<file path="src/rtl/tvd_pkg.sv">
`default_nettype none
// ---------------------------------------------------------------------------
// tvd_pkg
// types, constants and decode helpers for the typed value converter
// ---------------------------------------------------------------------------
package tvd_pkg;

  localparam int unsigned TypeW  = 32;
  localparam int unsigned DataW  = 32;
  localparam int unsigned ValueW = 64;
  localparam int unsigned StatW  = 2;
  localparam int unsigned PosW   = 5;   // bit position inside the 32-bit magnitude
  localparam int unsigned FracW  = 6;   // fraction width 0..35

  localparam logic [ValueW-1:0] QnanBits = 64'h7FF8_0000_0000_0000;

  typedef enum logic [StatW-1:0] {
    STAT_OK       = 2'd0,
    STAT_BAD_TYPE = 2'd1,
    STAT_BAD_LEN  = 2'd2
  } stat_e;

  typedef enum logic [1:0] {
    KIND_FIXED = 2'd0,
    KIND_FLOAT = 2'd1,
    KIND_ERROR = 2'd2
  } kind_e;

  // decoded request, passed from the decode stage to the normalize stage
  typedef struct packed {
    kind_e             kind;
    stat_e             status;
    logic              neg;        // sign bit applies
    logic [DataW-1:0]  mag;        // magnitude, right aligned
    logic [FracW-1:0]  frac;
    logic [DataW-1:0]  fbits;      // byte-reversed float bits
  } dec_t;

  function automatic logic [5:0] hex_digit(input logic [7:0] c);
    logic [5:0] r;
    r = '0;
    if (c >= 8'h30 && c <= 8'h39) r = 6'(c - 8'h30);
    else if (c >= 8'h41 && c <= 8'h5A) r = 6'(c - 8'h41 + 8'd10);
    else if (c >= 8'h61 && c <= 8'h7A) r = 6'(c - 8'h61 + 8'd10);
    return r;
  endfunction

  function automatic logic is_blank(input logic [7:0] c);
    return c == 8'h20 || (c >= 8'd9 && c <= 8'd13);
  endfunction

  function automatic logic is_digit(input logic [7:0] c);
    return c >= 8'h30 && c <= 8'h39;
  endfunction

  // decimal width from two chars; returns the value, and 8'hFF for a nonzero negative width
  function automatic logic [7:0] dec_width(input logic [7:0] c2, input logic [7:0] c3);
    logic [7:0] ch [2];
    logic [1:0] i;
    logic       neg;
    logic [7:0] v;
    ch[0] = c2;
    ch[1] = c3;
    i     = '0;
    neg   = 1'b0;
    v     = '0;
    if (is_blank(ch[0])) begin
      i = 2'd1;
      if (is_blank(ch[1])) i = 2'd2;
    end
    if (i < 2'd2 && (ch[i[0]] == 8'h2B || ch[i[0]] == 8'h2D)) begin
      neg = ch[i[0]] == 8'h2D;
      i   = i + 2'd1;
    end
    if (i < 2'd2 && is_digit(ch[i[0]])) begin
      v = ch[i[0]] - 8'h30;
      i = i + 2'd1;
      if (i < 2'd2 && is_digit(ch[i[0]])) v = 8'(v * 8'd10 + (ch[i[0]] - 8'h30));
    end
    // any nonzero negative width is out of range; 8'hFF marks it
    if (neg && v != 8'd0) v = 8'hFF;
    return v;
  endfunction

endpackage

`default_nettype wire

</file>
<file path="src/rtl/tvd_decode.sv">
`default_nettype none
// ---------------------------------------------------------------------------
// tvd_decode
// type code parse, width check and magnitude extraction
// ---------------------------------------------------------------------------
module tvd_decode (
  input  wire logic [tvd_pkg::TypeW-1:0] type_code_i,
  input  wire logic [tvd_pkg::DataW-1:0] data_word_i,
  output tvd_pkg::dec_t                  dec_o
);
  import tvd_pkg::*;

  logic [7:0] c0, c1, c2, c3;
  logic [7:0] total;
  logic       is_fix, is_flt, is_int, sgn;
  logic [DataW-1:0] shifted;

  assign c0 = type_code_i[31:24];
  assign c1 = type_code_i[23:16];
  assign c2 = type_code_i[15:8];
  assign c3 = type_code_i[7:0];

  always_comb begin
    is_fix = (c0 == 8'h73 || c0 == 8'h66) && c1 == 8'h70;
    is_flt = c0 == 8'h66 && c1 == 8'h6C && c2 == 8'h74;
    is_int = (c0 == 8'h73 || c0 == 8'h75) && c1 == 8'h69;
    sgn    = c0 == 8'h73;
    total  = '0;
    dec_o  = '0;
    dec_o.fbits = {data_word_i[7:0], data_word_i[15:8], data_word_i[23:16],
                   data_word_i[31:24]};
    dec_o.frac  = hex_digit(c3);
    if (is_fix) begin
      total = 8'(hex_digit(c2)) + 8'(hex_digit(c3)) + 8'(sgn);
    end else if (is_int) begin
      total = dec_width(c2, c3);
      dec_o.frac = '0;
    end
    shifted = data_word_i >> (6'd32 - total[5:0]);
    if (is_flt) begin
      dec_o.kind   = KIND_FLOAT;
      dec_o.status = STAT_OK;
    end else if (!is_fix && !is_int) begin
      dec_o.kind   = KIND_ERROR;
      dec_o.status = STAT_BAD_TYPE;
    end else if (total < 8'd1 || total > 8'd32) begin
      dec_o.kind   = KIND_ERROR;
      dec_o.status = STAT_BAD_LEN;
    end else begin
      dec_o.kind   = KIND_FIXED;
      dec_o.status = STAT_OK;
      dec_o.neg    = sgn && data_word_i[31];
      dec_o.mag    = shifted;
      if (sgn) dec_o.mag[5'(total - 8'd1)] = 1'b0;
    end
  end

endmodule

`default_nettype wire

</file>
<file path="src/rtl/tvd_lzc.sv">
`default_nettype none
// ---------------------------------------------------------------------------
// tvd_lzc
// leading-one position of a 32-bit word
// ---------------------------------------------------------------------------
module tvd_lzc (
  input  wire logic [tvd_pkg::DataW-1:0] word_i,
  output logic      [tvd_pkg::PosW-1:0]  pos_o,
  output logic                           zero_o
);
  import tvd_pkg::*;

  always_comb begin
    pos_o  = '0;
    zero_o = word_i == '0;
    for (int i = 0; i < DataW; i++) begin
      if (word_i[i]) pos_o = PosW'(i);
    end
  end

endmodule

`default_nettype wire

</file>
<file path="src/rtl/typed_value_to_double.sv">
`default_nettype none
// ---------------------------------------------------------------------------
// typed_value_to_double
// converts a typed four-byte value into IEEE double bits with a status
// ---------------------------------------------------------------------------
// Fully pipelined: one request per cycle unless stalled; a request passes through
// decode, leading-one search, and shift and pack into the output register. The
// three stages advance together; a stall at the output holds the whole pipe
// and the input stall follows it only when the last stage is full.
module typed_value_to_double (
  input  wire logic                          clk_i,
  input  wire logic                          rst_ni,
  input  wire logic                          valid_i,
  output logic                               stall_o,
  input  wire logic [tvd_pkg::TypeW-1:0]     type_code_i,
  input  wire logic [tvd_pkg::DataW-1:0]     data_word_i,
  output logic                               valid_o,
  input  wire logic                          stall_i,
  output logic      [tvd_pkg::ValueW-1:0]    value_bits_o,
  output logic      [tvd_pkg::StatW-1:0]     status_o
);
  import tvd_pkg::*;

  logic  v1_q, v2_q, v3_q;
  dec_t  dec_d, s1_d, s1_q, s2_q;
  logic  [PosW-1:0] pos_d, pos_q;
  logic  zero_d, zero_q;
  logic  [ValueW-1:0] val_d, val_q;
  logic  [StatW-1:0]  st_d, st_q;
  logic  adv;

  // whole pipe moves unless the output holds a result that is stalled
  assign adv     = !(v3_q && stall_i);
  assign stall_o = !adv;

  tvd_decode u_dec (.type_code_i(type_code_i), .data_word_i(data_word_i), .dec_o(dec_d));

  // float subnormal search reuses the lzc on the fraction field
  always_comb begin
    s1_d = dec_d;
    if (dec_d.kind == KIND_FLOAT) s1_d.mag = {9'd0, dec_d.fbits[22:0]};
  end

  tvd_lzc u_lzc (.word_i(s1_q.mag), .pos_o(pos_d), .zero_o(zero_d));

  // pack stage
  always_comb begin
    logic [7:0]  e;
    logic [22:0] m;
    logic [10:0] ex;
    logic [63:0] sh;
    e     = s2_q.fbits[30:23];
    m     = s2_q.fbits[22:0];
    ex    = '0;
    sh    = '0;
    val_d = QnanBits;
    st_d  = s2_q.status;
    case (s2_q.kind)
      KIND_FIXED: begin
        sh = {32'd0, s2_q.mag} << (6'd52 - 6'(pos_q));
        if (zero_q) val_d = '0;
        else val_d = {1'b0, 11'(11'd1023 + 11'(pos_q) - 11'(s2_q.frac)), sh[51:0]};
        val_d[63] = s2_q.neg;
      end
      KIND_FLOAT: begin
        if (e == 8'hFF) begin
          // nan keeps its payload with the quiet bit forced on
          val_d = {s2_q.fbits[31], 11'h7FF, (m != '0) | m[22], m[21:0], 29'd0};
        end else if (e == 8'h00) begin
          if (m == '0) val_d = {s2_q.fbits[31], 63'd0};
          else begin
            // subnormal: leading one sits at pos_q of the 23-bit fraction
            sh = {41'd0, m} << (6'd23 - 6'(pos_q));
            ex = 11'(11'd1023 - 11'd126 - (11'd23 - 11'(pos_q)));
            val_d = {s2_q.fbits[31], ex, sh[22:0], 29'd0};
          end
        end else begin
          val_d = {s2_q.fbits[31], 11'(11'(e) + 11'd896), m, 29'd0};
        end
      end
      default: val_d = QnanBits;
    endcase
  end

  always_ff @(posedge clk_i or negedge rst_ni) begin
    if (!rst_ni) begin
      v1_q    <= 1'b0;
      v2_q    <= 1'b0;
      v3_q    <= 1'b0;
    end else if (adv) begin
      v1_q <= valid_i;
      v2_q <= v1_q;
      v3_q <= v2_q;
    end
  end

  always_ff @(posedge clk_i) begin
    if (adv) begin
      s1_q   <= s1_d;
      s2_q   <= s1_q;
      pos_q  <= pos_d;
      zero_q <= zero_d;
      val_q  <= val_d;
      st_q   <= st_d;
    end
  end

  assign valid_o      = v3_q;
  assign value_bits_o = val_q;
  assign status_o     = st_q;

`ifndef SYNTH
  // a held result must not change under stall
  a_hold: assert property (@(posedge clk_i) disable iff (!rst_ni)
    valid_o && stall_i |=> valid_o && $stable(value_bits_o) && $stable(status_o))
    else $error("result changed under stall");
  // errors always carry the quiet nan
  a_err_nan: assert property (@(posedge clk_i) disable iff (!rst_ni)
    valid_o && status_o != STAT_OK |-> value_bits_o == QnanBits)
    else $error("error result without nan");
  // input is stalled exactly when the output stage is blocked
  a_stall: assert property (@(posedge clk_i) disable iff (!rst_ni)
    stall_o == (valid_o && stall_i))
    else $error("stall mismatch");
`endif

endmodule

`default_nettype wire
</file>
<file path="config.mk">
export PLATFORM = sky130hd
export DESIGN_NAME = typed_value_to_double
export DESIGN_NICKNAME = d
export VERILOG_FILES = /design/src/rtl/tvd_pkg.sv /design/src/rtl/tvd_decode.sv /design/src/rtl/tvd_lzc.sv /design/src/rtl/typed_value_to_double.sv
export SDC_FILE = /design/constraint.sdc
export NUM_CORES = 1
export LEC_CHECK = 0
export BUFFER_PORTS_ARGS = -buffer_cell sky130_fd_sc_hd__clkbuf_2
export CAP_MARGIN = 10
export CORE_UTILIZATION = 45
export DETAILED_ROUTE_END_ITERATION = 10
export GPL_TIMING_DRIVEN = 0
export SYNTH_ARGS = -nofsm -noshare
export SYNTH_HDL_FRONTEND = slang
export SYNTH_SLANG_ARGS = --single-unit
export TNS_END_PERCENT = 5
</file>
<file path="constraint.sdc">
create_clock -name clk_i -period 7.6 [get_ports clk_i]
set_input_delay 1.14 -clock clk_i [delete_from_list [all_inputs] [get_ports clk_i]]
set_output_delay 1.14 -clock clk_i [all_outputs]
set_load 0.01 [all_outputs]
</file>
==> results of run 1 <==
## cells by family after synthesis
| kind of cell | after synthesis | synth area share |
|---|---|---|
| compound gates | 472 | 0.197 |
| mux | 140 | 0.112 |
| flops | 225 | 0.406 |
| buf+inv | 155 | 0.0376 |
| fa+ha+maj | 64 | 0.0500 |
| xor+xnor | 48 | 0.0266 |
| simple gates | 603 | 0.172 |
## synth_stat cells (all sizes together) (21+ instances only)
master and instances:
a211oi 28, a21oi 135, a22oi 21, buf 27
clkbuf 77, edfxtp 222, ha 60, inv 51
mux2i 86, mux4 35, nand2 201, nand2b 28
nand3 40, nor2 166, nor3 47, o21ai 97
o22ai 29, xnor2 35
## metal layers
metal / vias to the layer above / wire (um) / global-route usage
met3: 153 / 3100 / 0.0217
met1: 7171 / 24300 / 0.393
met4: 0 / 2810 / 0.134
li1: 6932 / - / -
met5: - / 0 / 0
met2: 663 / 27200 / 0.502
## final cells by class
class	instances	area share
repair buffers	199	0.0646
plain buffers	102	0.0341
clock buffers	26	0.0291
clock inverters	14	0.00602
well taps	468	0.0291
inverters	51	0.0113
multi-input cells	1328	0.491
flip-flops and latches	225	0.335
## path summary, 6_finish.rpt
path | from | endpoint | slack (ps) | cells past startpoint
max | type_code_i[13] | s1_q[47]$_DFFE_PN_ | -180 | 35
min | rst_ni | v2_q$_DFFE_PN0N_ | 410 | 1
max reg2reg | pos_q[1]$_SDFFCE_PP1N_ | value_bits_o[42]$_DFFE_PN_ | 1810 | 14
min reg2reg | s1_q[3]$_DFFE_PN_ | s2_q[3]$_DFFE_PN_ | 410 | 0
max in group asynchronous | rst_ni | valid_o$_DFFE_PN0N_ | 7080 | 1
min in group clk_i | s1_q[3]$_DFFE_PN_ | s2_q[3]$_DFFE_PN_ | 410 | 0
## sequential cells by signal (all words and copies together), names as in the netlist
| register | cells |
|---|---|
| s2_q | 73 |
| pos_q | 5 |
| s1_q | 75 |
| value_bits_o | 64 |
| st_d | 2 |
| valid_o | 1 |
| v1_q | 1 |
| v2_q | 1 |
| status_o | 2 |
| zero_q | 1 |
## timing repair
action	4_1_cts	5_1_grt
hold endpoints to repair	0	0
gates resized for setup	79	43
pin swaps	42	42
buffers inserted	38	20
endpoints found under the setup margin	35	32
cloned	3	2
## per-stage QoR
stage | instance area [um2] | worst slack [ps] | instances | utilization
floorplan | 17000 | -89.0 | 1707 | -
global placement | 18300 | -1560 | 2308 | 0.501
detailed placement | 18400 | -1620 | 2312 | 0.504
CTS | 19800 | -111 | 2393 | 0.542
global route | 20100 | -337 | 2413 | 0.552
finish | 20100 | -176 | 2413 | 0.552
## power groups by stage
stage / Clock [W] / Sequential, W / Combinational, W
floorplan: 0 / 0.00180 / 0.00152
global placement: 0 / 0.00185 / 0.00223
detailed placement: 0 / 0.00179 / 0.00225
CTS: 0.00109 / 0.00176 / 0.00229
global route: 0.00113 / 0.00179 / 0.00252
finish: 0.00107 / 0.00177 / 0.00235
==> impl_results.md, run 1 <==
* Outcome: finished, violations left
* Violated checks: negative setup slack
* Yosys reg bits at 225
* Post-synth EDFFs at 222
* I/O Pins at 136
* Std cell rows at 70
* First-pass GRT wire length at 86500 um
* Placeable core area at 36500 um2
* Antenna violations before repair at 0
* Synth unique cells at 104
* FF+latch area at 6740 um2
* Worst Skew at 12.2 ps
* Seq pwr share at 0.341
* Max_cap viols at 0
* Worst vdd ir at 0.152 mV
* Vias per cell at 6.18
* Crit path max fanout at 5
* Antenna-violating nets left at 0
* Fillers at 3273
* Starting Density at 0.455
* DRT iter0 DRCs at 1244
* RSZ-0062 raised after global routing: yes
* Critical Path RT at 7850 ps
* Pwr dens at 257 nW/um2
* DR vias at 14.9k
* Clock slew at reported path FFs at 60 ps
* Die area at 37700 um2
* Fin worst setup slack at -176 ps
* Final Hold Fails at 0
* Post-synthesis sequential area ratio at 0.406
* Worst Tran Pin Value at 827 ps
* PortBufs at 133
* CTS tree: yes
* Clock Power Share at 0.206
* Die width at 194 um
* Final period util at 1.02
* Crit path largest cell delay at 570 ps
* Crit Path Class: input port to register
* Post-Syn Instances at 1707
* Top_reg_cell synth: edfxtp_1
* CP dominant cell by count: ha_4
* Crit path arrival time at 8020 ps
* P_sw at 0.00210 W
* Routed wire length per instance at 23.8 um
* Ys Warns at 0
* Share of the synthesized area in the top cell type at 0.401
* Commonest cells after routing, fill and taps aside: 222 x edfxtp_1, 193 x nand2_1, 161 x nor2_1
* H-tree levels at 1
* Largest net degree at the start of global routing at 75
* Critical Path End Type: register
* TritonCTS buffer count at 22
* CTS max path bufs at 3
* GR Overflow Total at 0
* Dpl hpwl at 44800 um
* Switching portion of total power at 0.406
* Most common cell after layout, fill and taps aside: edfxtp_1
* P&R area growth vs syn at 21.2%
* Yosys top cell by area: edfxtp_1
* Setup Viol. Count Final at 25
* Relative max-transition margin at 0.446
* Ant. Diodes at 0
* Multi-input gate area at 9890 um2
* Fmax achieved at 129 MHz
* Hold/Removal Path Class: input port to asynchronous set/reset pin
* Fin. max-slew vios at 0
* Min Hold Slack at 410 ps
* Post-Syn Area at 16600 um2
* CP max-delay cell: fa_2
* Gr usage total at 0.298
* Nets@finish at 2061
* Root Buffer: clkbuf_16
* Crit start category: input port
* WL final at 57400 um
* Comb pwr share at 0.454
* Worst path buffer plus inverter count at 6
* Leakage power at 7.67 nW
* Tot Pwr at 0.00519 W
* TritonRoute pass-1 iters at 6
* Delay-heaviest family, CP: compound AO/OA/AOI/OAI gates
* # clock sinks at 225
* Die Y at 194 um
* Layout cells sized above 1 at 0.239
* Area contributors post-synth: edfxtp_1 40%, mux2i_1 5.2%, mux4_2 4.7%, nand2_1 4.5%, ha_1 4.5%
* Clk_lat worst skew at 520 ps
* Synthesized net count at 1839
* Placer Congestion at 0.966
* Min Tclk post-route at 7780 ps
* Hold bufs inserted after CTS at 0
* Setup TNS at -2440 ps
* Vias in the first global route at 14.4k
* Synth async-reset ratio at 0.0133
* Residual DRC at 0
* Mean post-synth cell area at 9.74 um2
* Internal at 0.00308 W
(Power assumes the default switching activity.)
==> run 2: changes to the inputs <==
--- a/config.mk
+++ b/config.mk
@@ -5,7 +5,7 @@
 export SDC_FILE = /design/constraint.sdc
 export NUM_CORES = 1
 export LEC_CHECK = 0
-export BUFFER_PORTS_ARGS = -buffer_cell sky130_fd_sc_hd__clkbuf_2
+export BUFFER_PORTS_ARGS = -buffer_cell sky130_fd_sc_hd__buf_2
 export CAP_MARGIN = 10
 export CORE_UTILIZATION = 45
 export DETAILED_ROUTE_END_ITERATION = 10
==> run 2 against run 1 <==
Against the previous run: the flow still finishes with violations (negative setup slack); via count shrank 0.32%; design area fell by 0.92%; die area did not move; global-route usage increased by 0.24 points; utilization down 0.51 points; wire length is 0.17% lower; clock skew down 1.1 ps; worst hold slack barely moved; sequential share of layout area grew 0.31 points; sequential power barely moved; clock-buffer cell count increased by 2; largest cell class unchanged.
==> impl_results.md, run 2 (synthesized netlist as in run 1, its figures left out) <==
* Vias per cell at 6.19
* Nets@finish at 2054
* Placeable core area at 36500 um2
* Antenna violations before repair at 0
* Most common cell after layout, fill and taps aside: edfxtp_1
* Outcome: finished, violations left
* Clock slew at reported path FFs at 60 ps
* RSZ-0062 raised after global routing: yes
* Switching portion of total power at 0.411
* Ant. Diodes at 0
* Min Tclk post-route at 7790 ps
* Comb pwr share at 0.461
* Antenna-violating nets left at 0
* H-tree levels at 1
* Placer Congestion at 0.991
* Top register by number of flip-flops: s1_q
* Final Hold Fails at 0
* Tot Pwr at 0.00511 W
* Clk_lat worst skew at 520 ps
* DRT iter0 DRCs at 1391
* CTS max path bufs at 3
* Reg2reg setup slack at 1920 ps
* Setup Viol. Count Final at 23
* Seq pwr share at 0.346
* Routed wire length per instance at 23.9 um
* Pwr dens at 256 nW/um2
* Crit path largest cell delay at 560 ps
* Commonest cells after routing, fill and taps aside: 222 x edfxtp_1, 195 x nand2_1, 162 x nor2_1
* WL final at 57300 um
* P&R area growth vs syn at 20.1%
* Worst Tran Pin Value at 1050 ps
* Die width at 194 um
* Die area at 37700 um2
* Crit path max fanout at 8
* Std cell rows at 70
* Hold/Removal Path Class: input port to asynchronous set/reset pin
* PortBufs at 133
* GR Overflow Total at 0
* DR vias at 14.9k
* Residual DRC at 0
* Reg2Reg Depth at 14
* Worst vdd ir at 0.128 mV
* # clock sinks at 225
* Vias in the first global route at 14.3k
* Max FFs per register at 75
* Gr usage total at 0.300
* Starting Density at 0.455
* Crit path arrival time at 8050 ps
* Leakage power at 7.56 nW
* Crit Path Class: input port to register
* Max_cap viols at 0
* Critical Path RT at 7850 ps
* CP dominant cell by count: ha_4
* Crit start category: input port
* Hold bufs inserted after CTS at 0
* TritonCTS buffer count at 23
* Final period util at 1.03
* Die Y at 194 um
* Largest net degree at the start of global routing at 79
* Dpl hpwl at 44700 um
* CTS tree: yes
* Clock Power Share at 0.193
* Violated checks: negative setup slack
* Fin. max-slew vios at 0
* Critical Path End Type: register
* TritonRoute pass-1 iters at 5
* Root Buffer: clkbuf_16
* Fin worst setup slack at -194 ps
* Internal at 0.00301 W
* CP max-delay cell: fa_2
* I/O Pins at 136
* Relative max-transition margin at 0.292
* Layout cells sized above 1 at 0.231
* First-pass GRT wire length at 86900 um
* Min Hold Slack at 410 ps
* Worst Skew at 11.1 ps
* P_sw at 0.00210 W
* Fmax achieved at 128 MHz
run 2: changes by cell type in the layout (fill, tap and decap cells not counted), moves of 3 or more:
cell | previous run | this run
nand2_2 | 7 | 4
clkinv_2 | 5 | 0
clkbuf_2 | 128 | 2
buf_2 | 9 | 135
mux2i_1 | 76 | 80
buf_6 | 5 | 8
buf_8 | 7 | 4
run 2: routing by layer:
metal  routed length, um  share of wire  GRT usage  vias up
li1                    -              -          -     6889
met3                2950          0.052     0.0245      152
met5                   0              0          0        -
met1               24500           0.43      0.391     7203
met4                2650          0.046      0.137        0
met2               27200           0.48      0.509      628
run 2: cell type report:
class | count | area, um2
inverters | 51 | 216
multi-input cells | 1327 | 9890
fillers | 3331 | 16600
repair buffers | 192 | 1220
clock inverters | 8 | 43.8
plain buffers | 102 | 663
well taps | 468 | 586
flip-flops and latches | 225 | 6740
clock buffers | 28 | 594
run 2: power groups by stage:
stage               clock network (W)  logic [W]  registers, W
finish                       0.000987    0.00236       0.00177
global route                  0.00106    0.00252       0.00179
CTS                           0.00101    0.00229       0.00176
detailed placement                  0    0.00225       0.00179
global placement                    0    0.00224       0.00185
floorplan                           0    0.00152       0.00180
run 2: repair_timing:
action	in CTS	in global routing
setup buffers	41	12
cloned	2	1
setup endpoints to repair	35	32
gates resized for setup	67	49
pin swaps	42	44
run 2: final timing paths:
kind / to / startpoint
max in group asynchronous: v2_q$_DFFE_PN0N_ / rst_ni
worst max-delay path: s1_q[47]$_DFFE_PN_ / type_code_i[4]
worst min register to register: s2_q[12]$_DFFE_PN_ / s1_q[12]$_DFFE_PN_
worst max register to register: value_bits_o[42]$_DFFE_PN_ / pos_q[1]$_SDFFCE_PP1N_
min in group clk_i: s2_q[12]$_DFFE_PN_ / s1_q[12]$_DFFE_PN_
worst min-delay path: v1_q$_DFFE_PN0N_ / rst_ni
run 2: per-stage QoR:
stage	TNS, ps	worst slack [ps]	std cells	util	instance area, um2
after floorplan	-720	-89.0	1707	-	17000
after global placement	-177740	-1520	2308	0.501	18300
after detailed placement	-43490	-1550	2311	0.503	18400
after CTS	0	1.11	2388	0.538	19700
after global routing	-8050	-374	2401	0.546	20000
final	-2630	-194	2401	0.546	20000
run 2: critical path, delay by kind of cell:
family                     cells  cell delay (ps)
buffers and inverters          5              690
adders and majority gates      7             2060
AOI/OAI and AO/OA             14             2690
muxes                          3              620
and+or+nand+nor                4              620
xor gates and xnor gates       1              200
==> run 3: changes to the inputs <==
--- a/config.mk
+++ b/config.mk
@@ -8,9 +8,11 @@
 export BUFFER_PORTS_ARGS = -buffer_cell sky130_fd_sc_hd__buf_2
 export CAP_MARGIN = 10
 export CORE_UTILIZATION = 45
+export CTS_BUF_LIST = sky130_fd_sc_hd__clkbuf_8
 export DETAILED_ROUTE_END_ITERATION = 10
 export GPL_TIMING_DRIVEN = 0
 export SYNTH_ARGS = -nofsm -noshare
 export SYNTH_HDL_FRONTEND = slang
+export SYNTH_HIERARCHICAL = 1
 export SYNTH_SLANG_ARGS = --single-unit
 export TNS_END_PERCENT = 5
==> run 3 against run 2 <==
Against the previous run: synthesized area rose by 5.1%; the run now ends clean; clock skew up 12 ps; clock power up 12%; global-route usage up 1.3 points; critical endpoint is now s1_q[42]$_DFFE_PN_; clock-buffer cell count grew 11; highest routed layer is now met5; register-to-register slack improved by 1000 ps; worst setup slack improved by 480 ps; utilization is 2.5 points lower.
==> impl_results.md, run 3 <==
* Area contributors post-synth: edfxtp_1 38%, mux4_2 9.8%, ha_1 3.9%, mux2i_1 3.8%, nand2_1 3.4%
* Antenna violations before repair at 1
* Hold/Removal Path Class: input port to asynchronous set/reset pin
* Crit Path Class: input port to register
* Worst Tran Pin Value at 1140 ps
* Top-count cell post-synth: edfxtp_1
* Fmax achieved at 137 MHz
* H-tree levels at 2
* Crit path arrival time at 7770 ps
* Fin. max-slew vios at 0
* Synth async-reset ratio at 0.0133
* Share of the synthesized area in the top cell type at 0.381
* Gr usage total at 0.313
* Most common cell after layout, fill and taps aside: edfxtp_1
* Commonest cells in the netlist: 222 x edfxtp_1, 159 x nand2_1, 110 x nor2_1, 93 x a21oi_1, 82 x o21ai_0
* Root Buffer: clkbuf_8
* Crit path largest cell delay at 470 ps
* I/O Pins at 136
* Layout cells sized above 1 at 0.235
* Clock slew at reported path FFs at 60 ps
* CTS max path bufs at 3
* Synth unique cells at 102
* Mean post-synth cell area at 10.3 um2
* GR Overflow Total at 0
* DR vias at 15.3k
* Worst Skew at 23.0 ps
* Clk_lat worst skew at 590 ps
* Post-Syn Area at 17500 um2
* Min Tclk post-route at 7310 ps
* Dpl hpwl at 49500 um
* TritonRoute pass-1 iters at 6
* Pwr dens at 264 nW/um2
* Critical Path End Type: register
* Std cell rows at 71
* Starting Density at 0.461
* Die Y at 199 um
* Max FFs per register at 75
* Final Hold Fails at 0
* Top_reg_cell synth: edfxtp_1
* Ant. Diodes at 0
* Max_cap viols at 0
* Residual DRC at 0
* Crit path max fanout at 10
* P&R area growth vs syn at 13.1%
* Post-synthesis sequential area ratio at 0.386
* Crit start category: input port
* Hold bufs inserted after CTS at 0
* Commonest cells after routing, fill and taps aside: 222 x edfxtp_1, 158 x nand2_1, 154 x buf_2
* CTS tree: yes
* Worst vdd ir at 0.124 mV
* Ys Warns at 6
* Largest net degree at the start of global routing at 77
* # clock sinks at 225
* DRT iter0 DRCs at 1391
* Die area at 39600 um2
* Nets@finish at 1994
* Yosys top cell by area: edfxtp_1
* Yosys reg bits at 225
* TritonCTS buffer count at 38
* WL final at 61800 um
* PortBufs at 132
* Post-Syn Instances at 1691
* Vias in the first global route at 14.6k
* Placer Congestion at 1.04
* Placeable core area at 37900 um2
* CP max-delay cell: a221oi_1
* Min Hold Slack at 342 ps
* Critical Path RT at 8060 ps
* Antenna-violating nets left at 0
* Tot Pwr at 0.00521 W
* Top register by number of flip-flops: s1_q
* First-pass GRT wire length at 91500 um
* Relative max-transition margin at 0.236
* CP dominant cell by count: ha_1
* Setup Viol. Count Final at 0
* Leakage power at 7.62 nW
* Routed wire length per instance at 25.7 um
* Setup TNS at 0 ps
* Outcome: complete, no violations
* Post-synth EDFFs at 222
* Die width at 199 um
* Vias per cell at 6.34
* Synthesized net count at 1818
* Final period util at 0.962
[run 3: cell types whose count changed after synthesis, moves of 20 or more]
cell / delta
mux2_2: +24
mux2i_1: -20
nor2_1: -54
mux4_2: +41
nand2_1: -42
buf_4: +38
a21oi_1: -39
o22ai_1: -22
[run 3: repair_timing]
item | 4_1_cts | 5_1_grt
endpoints found under the hold margin | 0 | 0
setup endpoints to repair | 32 | 32
pin swaps | 0 | 3
buffers inserted | 0 | 4
resized for setup | 15 | 27
[run 3: area by class of cell]
class | instances | area, um2
inverter | 55 | 206
sequential | 225 | 6740
buffer | 129 | 718
clock buffer | 39 | 537
multi-input combinational | 1279 | 9910
tap | 511 | 639
clock inverter | 28 | 236
timing repair buffer | 139 | 773
fill | 3479 | 18200
[run 3: where the power goes]
part | switching (W) | leakage (nW) | internal [W]
Sequential | 0.000161 | 2.31 | 0.00162
Combinational | 0.00140 | 4.89 | 0.000918
Clock | 0.000494 | 0.425 | 0.000619
Total | 0.00206 | 7.62 | 0.00316
[run 3: worst max-delay path, delay by kind of cell]
kind / cells / cell delay, ps
buffers and inverters: 5 / 900
adders and majority gates: 6 / 1870
xor gates and xnor gates: 3 / 440
muxes: 1 / 240
AOI/OAI and AO/OA: 10 / 2410
and+or+nand+nor: 3 / 740
[run 3: cell families after synthesis]
| logic type | synth area share |
|---|---|
| AND/OR/NAND/NOR | 0.156 |
| adder cells (fa/ha/maj) | 0.0444 |
| AO/OA/AOI/OAI | 0.177 |
| multiplexers | 0.164 |
| XOR/XNOR | 0.0204 |
| flip-flops | 0.386 |
| buffers and inverters | 0.0521 |
[run 3: per-layer routing]
metal / up-vias / GRT usage / wire [um]
met1: 7407 / 0.403 / 25800
met2: 772 / 0.512 / 28500
met3: 183 / 0.0422 / 3770
li1: 6895 / - / -
met4: 2 / 0.169 / 3750
met5: - / 0 / 13
[run 3: worst paths after layout]
kind | slack, ps | endpoint | depth (start not counted) | from
max | 290 | s1_q[42]$_DFFE_PN_ | 28 | type_code_i[5]
min | 340 | v2_q$_DFFE_PN0N_ | 1 | rst_ni
max reg2reg | 2950 | value_bits_o[29]$_DFFE_PN_ | 13 | pos_q[0]$_DFFE_PN_
min reg2reg | 420 | s2_q[30]$_DFFE_PN_ | 0 | s1_q[30]$_DFFE_PN_
max in group asynchronous | 7150 | v1_q$_DFFE_PN0N_ | 1 | rst_ni
min in group clk_i | 420 | s2_q[30]$_DFFE_PN_ | 0 | s1_q[30]$_DFFE_PN_
[run 3: stage by stage]
step	worst slack [ps]	std cells	utilization	cell area, um2
after global routing	-2.78	2405	0.521	19800
final	286	2405	0.521	19800
after CTS	16.4	2402	0.519	19700
after global placement	-1450	2334	0.495	18800
after floorplan	1.18	1691	-	17500
after detailed placement	-1390	2337	0.497	18900
